[config.mk]
export PLATFORM = sky130hd
export DESIGN_NAME = matrix_row_sort_by_leading_zeros_unit
export DESIGN_NICKNAME = d
export VERILOG_FILES = /design/src/rtl/core/mrslz_pkg.sv /design/src/rtl/core/mrslz_store.sv /design/src/rtl/core/mrslz_rank.sv /design/src/rtl/core/mrslz_outq.sv /design/src/rtl/core/matrix_row_sort_by_leading_zeros_unit.sv
export SDC_FILE = /design/constraint.sdc
export NUM_CORES = 2
export LEC_CHECK = 0
export ABC_AREA = 1
export BUFFER_PORTS_ARGS = -buffer_cell sky130_fd_sc_hd__clkbuf_2
export CAP_MARGIN = 20
export CORE_UTILIZATION = 40
export CTS_BUF_LIST = sky130_fd_sc_hd__clkbuf_4 sky130_fd_sc_hd__clkbuf_8
export DETAILED_ROUTE_END_ITERATION = 16
export GPL_TIMING_DRIVEN = 0
export PLACE_DENSITY = 0.58
export SETUP_SLACK_MARGIN = 0.4
export SYNTH_ARGS = -nofsm -noshare
export SYNTH_HDL_FRONTEND = slang
export SYNTH_HIERARCHICAL = 1
export SYNTH_SLANG_ARGS = --single-unit
[constraint.sdc]
create_clock -name i_clk -period 6.46 [get_ports i_clk]
set_input_delay 1.292 -clock i_clk [delete_from_list [all_inputs] [get_ports i_clk]]
set_output_delay 1.292 -clock i_clk [all_outputs]
set_load 0.05 [all_outputs]
[src/rtl/core/mrslz_pkg.sv]
`timescale 1ns / 1ps

package mrslz_pkg;

    // Field widths fixed by the interface
    localparam int unsigned VAL_W = 32;
    localparam int unsigned CNT_W = 4;
    localparam int unsigned ROW_W = 3;

    // One beat of store read data tagged with its place in the matrix
    typedef struct packed {
        logic             valid;
        logic             first_col;
        logic             last_col;
        logic [ROW_W-1:0] row;
    } t_beat;

    // Entry of the sorted row order table
    typedef struct packed {
        logic [ROW_W-1:0] row;
        logic [CNT_W-1:0] cnt;
    } t_order;

    // One result item
    typedef struct packed {
        logic [VAL_W-1:0] value;
        logic [CNT_W-1:0] cnt;
        logic             last;
    } t_res;

endpackage

[src/rtl/core/mrslz_store.sv]
`timescale 1ns / 1ps

module mrslz_store #(
    parameter int unsigned DEPTH = 64,
    parameter int unsigned AW    = 6
) (
    input  logic                        i_clk,
    input  logic                        i_we,
    input  logic [AW-1:0]               i_waddr,
    input  logic [mrslz_pkg::VAL_W-1:0] i_wdata,
    input  logic                        i_re,
    input  logic [AW-1:0]               i_raddr,
    output logic [mrslz_pkg::VAL_W-1:0] o_rdata
);

    logic [mrslz_pkg::VAL_W-1:0] r_mem [DEPTH];
    logic [mrslz_pkg::VAL_W-1:0] r_rdata;

    always_ff @(posedge i_clk) begin
        if (i_we) begin
            r_mem[i_waddr] <= i_wdata;
        end
    end

    always_ff @(posedge i_clk) begin
        if (i_re) begin
            r_rdata <= r_mem[i_raddr];
        end
    end

    assign o_rdata = r_rdata;

endmodule

[src/rtl/core/mrslz_rank.sv]
`timescale 1ns / 1ps

module mrslz_rank #(
    parameter int unsigned ROWS = 8,
    parameter int unsigned RW   = 3
) (
    input  logic                        i_clk,
    input  logic                        i_rst_n,
    input  mrslz_pkg::t_beat            i_beat,
    input  logic [mrslz_pkg::VAL_W-1:0] i_data,
    input  logic                        i_sort_en,
    input  logic [RW-1:0]               i_sort_idx,
    input  logic [RW-1:0]               i_rd_pos,
    output mrslz_pkg::t_order           o_entry
);

    logic [mrslz_pkg::CNT_W-1:0] r_cnt [ROWS];
    logic [mrslz_pkg::CNT_W-1:0] r_acc;
    logic                        r_run;
    mrslz_pkg::t_order           r_order [ROWS];

    logic                        elem_zero;
    logic                        lead;
    logic                        hit;
    logic [mrslz_pkg::CNT_W-1:0] acc_base;
    logic [mrslz_pkg::CNT_W-1:0] acc_new;
    logic [mrslz_pkg::CNT_W-1:0] key;
    logic [RW:0]                 rank_sum;
    logic [RW-1:0]               rank;

    // Leading zero run of the row being streamed
    always_comb begin
        elem_zero = (i_data[mrslz_pkg::VAL_W-2:0] == '0);
        lead      = i_beat.first_col ? 1'b1 : r_run;
        acc_base  = i_beat.first_col ? '0 : r_acc;
        hit       = lead && elem_zero;
        acc_new   = acc_base + mrslz_pkg::CNT_W'(hit);
    end

    always_ff @(posedge i_clk) begin
        if (!i_rst_n) begin
            r_run <= 1'b0;
            r_acc <= '0;
            for (int r = 0; r < ROWS; r++) begin
                r_cnt[r] <= '0;
            end
        end else if (i_beat.valid) begin
            r_run <= hit;
            r_acc <= acc_new;
            if (i_beat.last_col) begin
                r_cnt[i_beat.row[RW-1:0]] <= acc_new;
            end
        end
    end

    // Stable rank: rows with a smaller count, or an equal count and a lower index
    always_comb begin
        key      = r_cnt[i_sort_idx];
        rank_sum = '0;
        for (int s = 0; s < ROWS; s++) begin
            if ((r_cnt[s] < key) || ((r_cnt[s] == key) && (RW'(s) < i_sort_idx))) begin
                rank_sum = rank_sum + (RW+1)'(1);
            end
        end
        rank = rank_sum[RW-1:0];
    end

    always_ff @(posedge i_clk) begin
        if (i_sort_en) begin
            r_order[rank] <= '{row: mrslz_pkg::ROW_W'(i_sort_idx), cnt: key};
        end
    end

    assign o_entry = r_order[i_rd_pos];

    a_rank_in_range: assert property (@(posedge i_clk) disable iff (!i_rst_n)
        i_sort_en |-> (rank_sum < (RW+1)'(ROWS)))
        else $error("row rank beyond row count");

endmodule

[src/rtl/core/mrslz_outq.sv]
`timescale 1ns / 1ps

module mrslz_outq (
    input  logic            i_clk,
    input  logic            i_rst_n,
    input  logic            i_push,
    input  mrslz_pkg::t_res i_res,
    input  logic            i_stall,
    output logic            o_valid,
    output mrslz_pkg::t_res o_res,
    output logic            o_room
);

    logic [1:0]      r_occ;
    logic [1:0]      n_occ;
    mrslz_pkg::t_res r_q0;
    mrslz_pkg::t_res r_q1;
    logic            pop;

    always_comb begin
        pop    = (r_occ != 2'd0) && !i_stall;
        n_occ  = r_occ + {1'b0, i_push} - {1'b0, pop};
        o_room = (n_occ <= 2'd1);
    end

    always_ff @(posedge i_clk) begin
        if (!i_rst_n) begin
            r_occ <= 2'd0;
        end else begin
            r_occ <= n_occ;
        end
    end

    // Head holds while stalled; drop into the tail slot when the head is busy
    always_ff @(posedge i_clk) begin
        case (r_occ)
            2'd0: begin
                if (i_push) begin
                    r_q0 <= i_res;
                end
            end
            2'd1: begin
                if (i_push && pop) begin
                    r_q0 <= i_res;
                end else if (i_push) begin
                    r_q1 <= i_res;
                end
            end
            default: begin
                if (pop) begin
                    r_q0 <= r_q1;
                end
            end
        endcase
    end

    assign o_valid = (r_occ != 2'd0);
    assign o_res   = r_q0;

    a_no_overflow: assert property (@(posedge i_clk) disable iff (!i_rst_n)
        i_push |-> (r_occ != 2'd2))
        else $error("result queue overflow");

endmodule

[src/rtl/core/matrix_row_sort_by_leading_zeros_unit.sv]
`timescale 1ns / 1ps

// Channel  | direction | handshake          | payload
// ---------+-----------+--------------------+------------------------------------------
// input    | in        | i_valid / o_stall  | i_element_value, i_is_last
// result   | out       | o_valid / i_stall  | o_out_value, o_row_zero_count, o_out_last
//
// While loading, elements load at one transfer per cycle straight into the element store.
// After the last mark the block is busy: it scans the store, settles the counts, ranks
// the rows and reads the sorted matrix out; the scan and the readout share the one
// store read port.
// Synchronous active-low reset clears control state; the store is not cleared.
// o_stall is high from the last mark until the final result read is issued;
// a stall on the result side holds the readout through a two-entry queue.

module matrix_row_sort_by_leading_zeros_unit #(
    parameter int unsigned ROWS = 8,
    parameter int unsigned COLS = 8
) (
    input  logic                        i_clk,
    input  logic                        i_rst_n,
    input  logic                        i_valid,
    output logic                        o_stall,
    input  logic [mrslz_pkg::VAL_W-1:0] i_element_value,
    input  logic                        i_is_last,
    output logic                        o_valid,
    input  logic                        i_stall,
    output logic [mrslz_pkg::VAL_W-1:0] o_out_value,
    output logic [mrslz_pkg::CNT_W-1:0] o_row_zero_count,
    output logic                        o_out_last
);

    localparam int unsigned TOTAL = ROWS * COLS;
    localparam int unsigned AW    = $clog2(TOTAL);
    localparam int unsigned RW    = $clog2(ROWS);
    localparam int unsigned CLW   = (COLS > 1) ? $clog2(COLS) : 1;

    typedef enum logic [2:0] {
        S_LOAD,
        S_COUNT,
        S_WAIT,
        S_SORT,
        S_EMIT
    } t_state;

    t_state                      r_state;
    logic [AW-1:0]               r_load_pos;
    logic [RW-1:0]               r_row;
    logic [CLW-1:0]              r_col;
    mrslz_pkg::t_beat            r_beat;
    mrslz_pkg::t_beat            n_beat;
    logic                        r_e_valid;
    logic [mrslz_pkg::CNT_W-1:0] r_e_cnt;
    logic                        r_e_last;

    logic                        in_xfer;
    logic                        last_col;
    logic                        last_row;
    logic                        emit_issue;
    logic                        q_room;
    logic                        rd_en;
    logic [RW-1:0]               rd_row;
    logic [AW-1:0]               rd_addr;
    logic [mrslz_pkg::VAL_W-1:0] rd_data;
    mrslz_pkg::t_order           entry;
    mrslz_pkg::t_res             q_in;
    mrslz_pkg::t_res             q_out;

    // Input side: transfers only while loading
    assign o_stall = (r_state != S_LOAD);
    assign in_xfer = i_valid && !o_stall;

    always_comb begin
        last_col   = (r_col == CLW'(COLS - 1));
        last_row   = (r_row == RW'(ROWS - 1));
        emit_issue = (r_state == S_EMIT) && q_room;
        rd_en      = (r_state == S_COUNT) || emit_issue;
        // Scan reads physical rows in order; readout follows the sorted order table
        rd_row     = (r_state == S_EMIT) ? entry.row[RW-1:0] : r_row;
        rd_addr    = AW'(rd_row) * AW'(COLS) + AW'(r_col);
        n_beat     = '{valid:     (r_state == S_COUNT),
                       first_col: (r_col == '0),
                       last_col:  last_col,
                       row:       mrslz_pkg::ROW_W'(r_row)};
    end

    // Sequencer: load, scan, settle, rank, read out
    always_ff @(posedge i_clk) begin
        if (!i_rst_n) begin
            r_state    <= S_LOAD;
            r_load_pos <= '0;
            r_row      <= '0;
            r_col      <= '0;
            r_beat     <= '0;
            r_e_valid  <= 1'b0;
        end else begin
            r_beat    <= n_beat;
            r_e_valid <= emit_issue;
            unique case (r_state)
                S_LOAD: begin
                    if (in_xfer) begin
                        if (i_is_last) begin
                            r_load_pos <= '0;
                            r_row      <= '0;
                            r_col      <= '0;
                            r_state    <= S_COUNT;
                        end else if (r_load_pos == AW'(TOTAL - 1)) begin
                            r_load_pos <= '0;
                        end else begin
                            r_load_pos <= r_load_pos + 1'b1;
                        end
                    end
                end
                S_COUNT: begin
                    if (last_col) begin
                        r_col <= '0;
                        if (last_row) begin
                            r_row   <= '0;
                            r_state <= S_WAIT;
                        end else begin
                            r_row <= r_row + 1'b1;
                        end
                    end else begin
                        r_col <= r_col + 1'b1;
                    end
                end
                S_WAIT: begin
                    // Final row count lands this cycle
                    r_state <= S_SORT;
                end
                S_SORT: begin
                    if (last_row) begin
                        r_row   <= '0;
                        r_state <= S_EMIT;
                    end else begin
                        r_row <= r_row + 1'b1;
                    end
                end
                S_EMIT: begin
                    if (emit_issue) begin
                        if (last_col) begin
                            r_col <= '0;
                            if (last_row) begin
                                r_row   <= '0;
                                r_state <= S_LOAD;
                            end else begin
                                r_row <= r_row + 1'b1;
                            end
                        end else begin
                            r_col <= r_col + 1'b1;
                        end
                    end
                end
                default: begin
                    r_state <= S_LOAD;
                end
            endcase
        end
    end

    // Tag travelling alongside the store read
    always_ff @(posedge i_clk) begin
        if (emit_issue) begin
            r_e_cnt  <= entry.cnt;
            r_e_last <= last_row && last_col;
        end
    end

    mrslz_store #(
        .DEPTH (TOTAL),
        .AW    (AW)
    ) u_store (
        .i_clk   (i_clk),
        .i_we    (in_xfer),
        .i_waddr (r_load_pos),
        .i_wdata (i_element_value),
        .i_re    (rd_en),
        .i_raddr (rd_addr),
        .o_rdata (rd_data)
    );

    mrslz_rank #(
        .ROWS (ROWS),
        .RW   (RW)
    ) u_rank (
        .i_clk      (i_clk),
        .i_rst_n    (i_rst_n),
        .i_beat     (r_beat),
        .i_data     (rd_data),
        .i_sort_en  (r_state == S_SORT),
        .i_sort_idx (r_row),
        .i_rd_pos   (r_row),
        .o_entry    (entry)
    );

    assign q_in = '{value: rd_data, cnt: r_e_cnt, last: r_e_last};

    mrslz_outq u_outq (
        .i_clk   (i_clk),
        .i_rst_n (i_rst_n),
        .i_push  (r_e_valid),
        .i_res   (q_in),
        .i_stall (i_stall),
        .o_valid (o_valid),
        .o_res   (q_out),
        .o_room  (q_room)
    );

    assign o_out_value      = q_out.value;
    assign o_row_zero_count = q_out.cnt;
    assign o_out_last       = q_out.last;

    a_last_starts_scan: assert property (@(posedge i_clk) disable iff (!i_rst_n)
        (in_xfer && i_is_last) |=> (r_state == S_COUNT))
        else $error("last mark did not start the store scan");

    a_push_from_readout: assert property (@(posedge i_clk) disable iff (!i_rst_n)
        r_e_valid |-> $past(r_state == S_EMIT))
        else $error("result pushed outside readout");

endmodule
==> out/results.txt <==
CP max FO = 10
Worst Path Required = 7.20 ns
placed insts = 11.0k
number of synthesized flops with an enable pin = 2247
most numerous cell in the Yosys netlist = nand2_1
GP Congestion = 1.01
via count = 68.8k
Post-synth top flop = edfxtp_1
fraction of registers with async set/reset = 0
hold path cells = 0
DR vias/cell = 5.88
IO Pins = 76
register area share after synthesis = 0.734
full die area = 0.234 mm2
worst setup margin = 0.889 ns
register area = 0.0681 mm2
status = finished, final reports clean
Num CTS Buffers = 382
Final nets = 8487
initial DRC count = 11.3k
design area = 0.107 mm2
maximum vdd drop = 0.445 mV
CP max stage delay = 0.37 ns
Avg WL per Cell = 30.3 um
initial cell density of the core = 0.403
CTS tree = built
area grow syn2layout = 15.9%
CP Capture Type = flip-flop
clk_skew = 0.116 ns
Synth Instances = 7758
synth unique cells = 49
leak pwr = 38.6 nW
initial antenna violation count = 37
# DRC = 0
vias in the first global route = 63.2k
critical path class = reg2reg
RSZ-0062 raised after global routing = no
Yosys Warn Count = 6
WP data arrival = 6.31 ns
worst skew pair latency = 1.12 ns
Die Y = 483 um
layout cells sized above 1 = 0.153
post-synth top area cell = edfxtp_1
Commonest cells post-synth = nand2_1, edfxtp_1, nand3_1, buf_2, nor2_1
core footprint = 0.230 mm2
Synth Cell Area = 0.0927 mm2
period utilization = 0.862
post-layout min period = 5.57 ns
Fin. Hold Viols = 0
max-cap viol count = 0
syn_nets = 7843
pwr/cell area = 398 mW/mm2
reg2reg path depth = 36
Achievable Freq = 179 MHz
Core Rows = 176
H-Tree Depth = 5
gr usage total = 0.297
synth top area cells = edfxtp_1, nand3_1, nand2_1
CP max-delay cell = dfxtp_4
Syn Area/Cell = 11.9 um2
TritonCTS Sinks = 2276
critical path startpoint category = flip-flop
Port Buffers = 75
Filler Cell Count = 20.6k
pins over their slew limit = 0
global-route wire length before repair = 485 mm
buffer depth of the longest clock path = 4
Worst-Margin Slew = 1.34 ns
Die X = 483 um
dpl ws = -0.411 ns
root buffer cell = clkbuf_8
Placed Area = 0.100 mm2
grt ovf = 0
number of hold buffers added after CTS = 0
multi-input logic area = 0.0224 mm2
Routed WL = 355 mm
Initial DRT Pass Iterations = 8
worst hold slack = 0.441 ns
hold crit path type = reg2reg
Yosys top cell area share = 0.728
hpwl dp = 246 mm
final setup vio count = 0
clock transition at the registers of the reported paths = 0.07 ns
#FFs+latches synth = 2276
Setup Total Neg Slack = 0 ns
largest net degree at the start of global routing = 65
Rel. slew slack = 0.108
Post-DRT Antenna Nets = 0
fin cells = 11.7k
CP most frequent cell = nand2_1
power breakdown:
part	switching, mW	leakage (nW)	total, mW	internal, mW
Combinational	10.4	14.4	13.5	3.18
Clock	5.77	3.72	12.2	6.44
Sequential	0.200	20.5	17.0	16.8
Total	16.3	38.6	42.7	26.4
cell families (layout without fill, tap and decap cells):
| kind of cell | Yosys count | in the layout | share of synthesized area |
|---|---|---|---|
| xor+xnor | 3 | 3 | 0.000284 |
| simple gates | 4733 | 4733 | 0.221 |
| fa+ha+maj | 48 | 48 | 0.00648 |
| mux | 3 | 3 | 0.000364 |
| compound gates | 109 | 109 | 0.00686 |
| flops | 2276 | 2276 | 0.734 |
| buf+inv | 586 | 1488 | 0.0306 |
| other cells | 0 | 18 | 0 |
placed cells by master (no fill, tap or decap), types with 66 or more instances in the layout:
cell type  instances
buf_12            76
buf_2            287
buf_4            121
clkbuf_1          85
clkbuf_4         153
clkbuf_8         393
clkinv_1          82
edfxtp_1        2247
inv_1             94
nand2_1         2506
nand3_1         1951
nor2_1           132
nor2_4            66
final timing paths:
kind,start,to,slack [ns]
setup reg to reg,r_row[0],u_rank/r_order[1][3],0.89
hold reg to reg,u_store/o_rdata[10],u_outq/r_q1[15],0.44
setup / recovery,r_row[0],u_rank/r_order[1][3],0.89
hold / removal,u_store/o_rdata[10],u_outq/r_q1[15],0.44
worst max-delay path, delay by kind of cell (launching register included):
kind            cells  cell delay [ns]
compound gates      5             0.85
fa+ha+maj           7             1.82
buf+inv             7             0.66
flops               1             0.37
simple gates       17             1.52
per-layer routing:
layer | wire length [um] | GRT usage | share of wire | vias up
met5 | 138 | 0.000204 | 0.00039 | -
met4 | 19300 | 0.141 | 0.054 | 20
met3 | 52700 | 0.0984 | 0.15 | 1129
met2 | 153000 | 0.439 | 0.43 | 5250
met1 | 130000 | 0.391 | 0.37 | 33577
li1 | - | - | - | 28864
through the flow:
step           utilization  total power [mW]
2_1_floorplan            -              24.2
3_3_place_gp         0.421              29.7
3_5_place_dp         0.435              29.9
4_1_cts              0.466              42.1
5_1_grt              0.467              44.0
6_report             0.467              42.7
registers in the layout, summed over array words and instances (netlist names):
register,cells
r_beat,6
u_store/o_rdata,32
u_rank/r_acc,4
r_col,3
u_store/r_mem,2048
r_load_pos,6
u_outq/r_q1,37
r_e_last,1
u_rank/r_run,1
u_rank/r_cnt,32
r_e_valid,1
u_outq/r_occ,2
u_rank/r_order,56
r_row,3
r_e_cnt,4
u_outq/o_res,37
r_state,3
cell type report:
class	instances	area share
flip-flops and latches	2276	0.634
multi-input cells	4896	0.208
diodes	18	0.000419
repair buffers	260	0.0307
clock inverters	128	0.00618
inverters	113	0.00415
clock buffers	514	0.0588
well taps	3026	0.0352
plain buffers	473	0.0224
timing repair:
action,CTS,global route
endpoints found under the setup margin,56,56
buffers inserted,0,11
pin swaps,0,10
gates resized for setup,26,19
No activity file was read; power rests on OpenSTA's default activity.
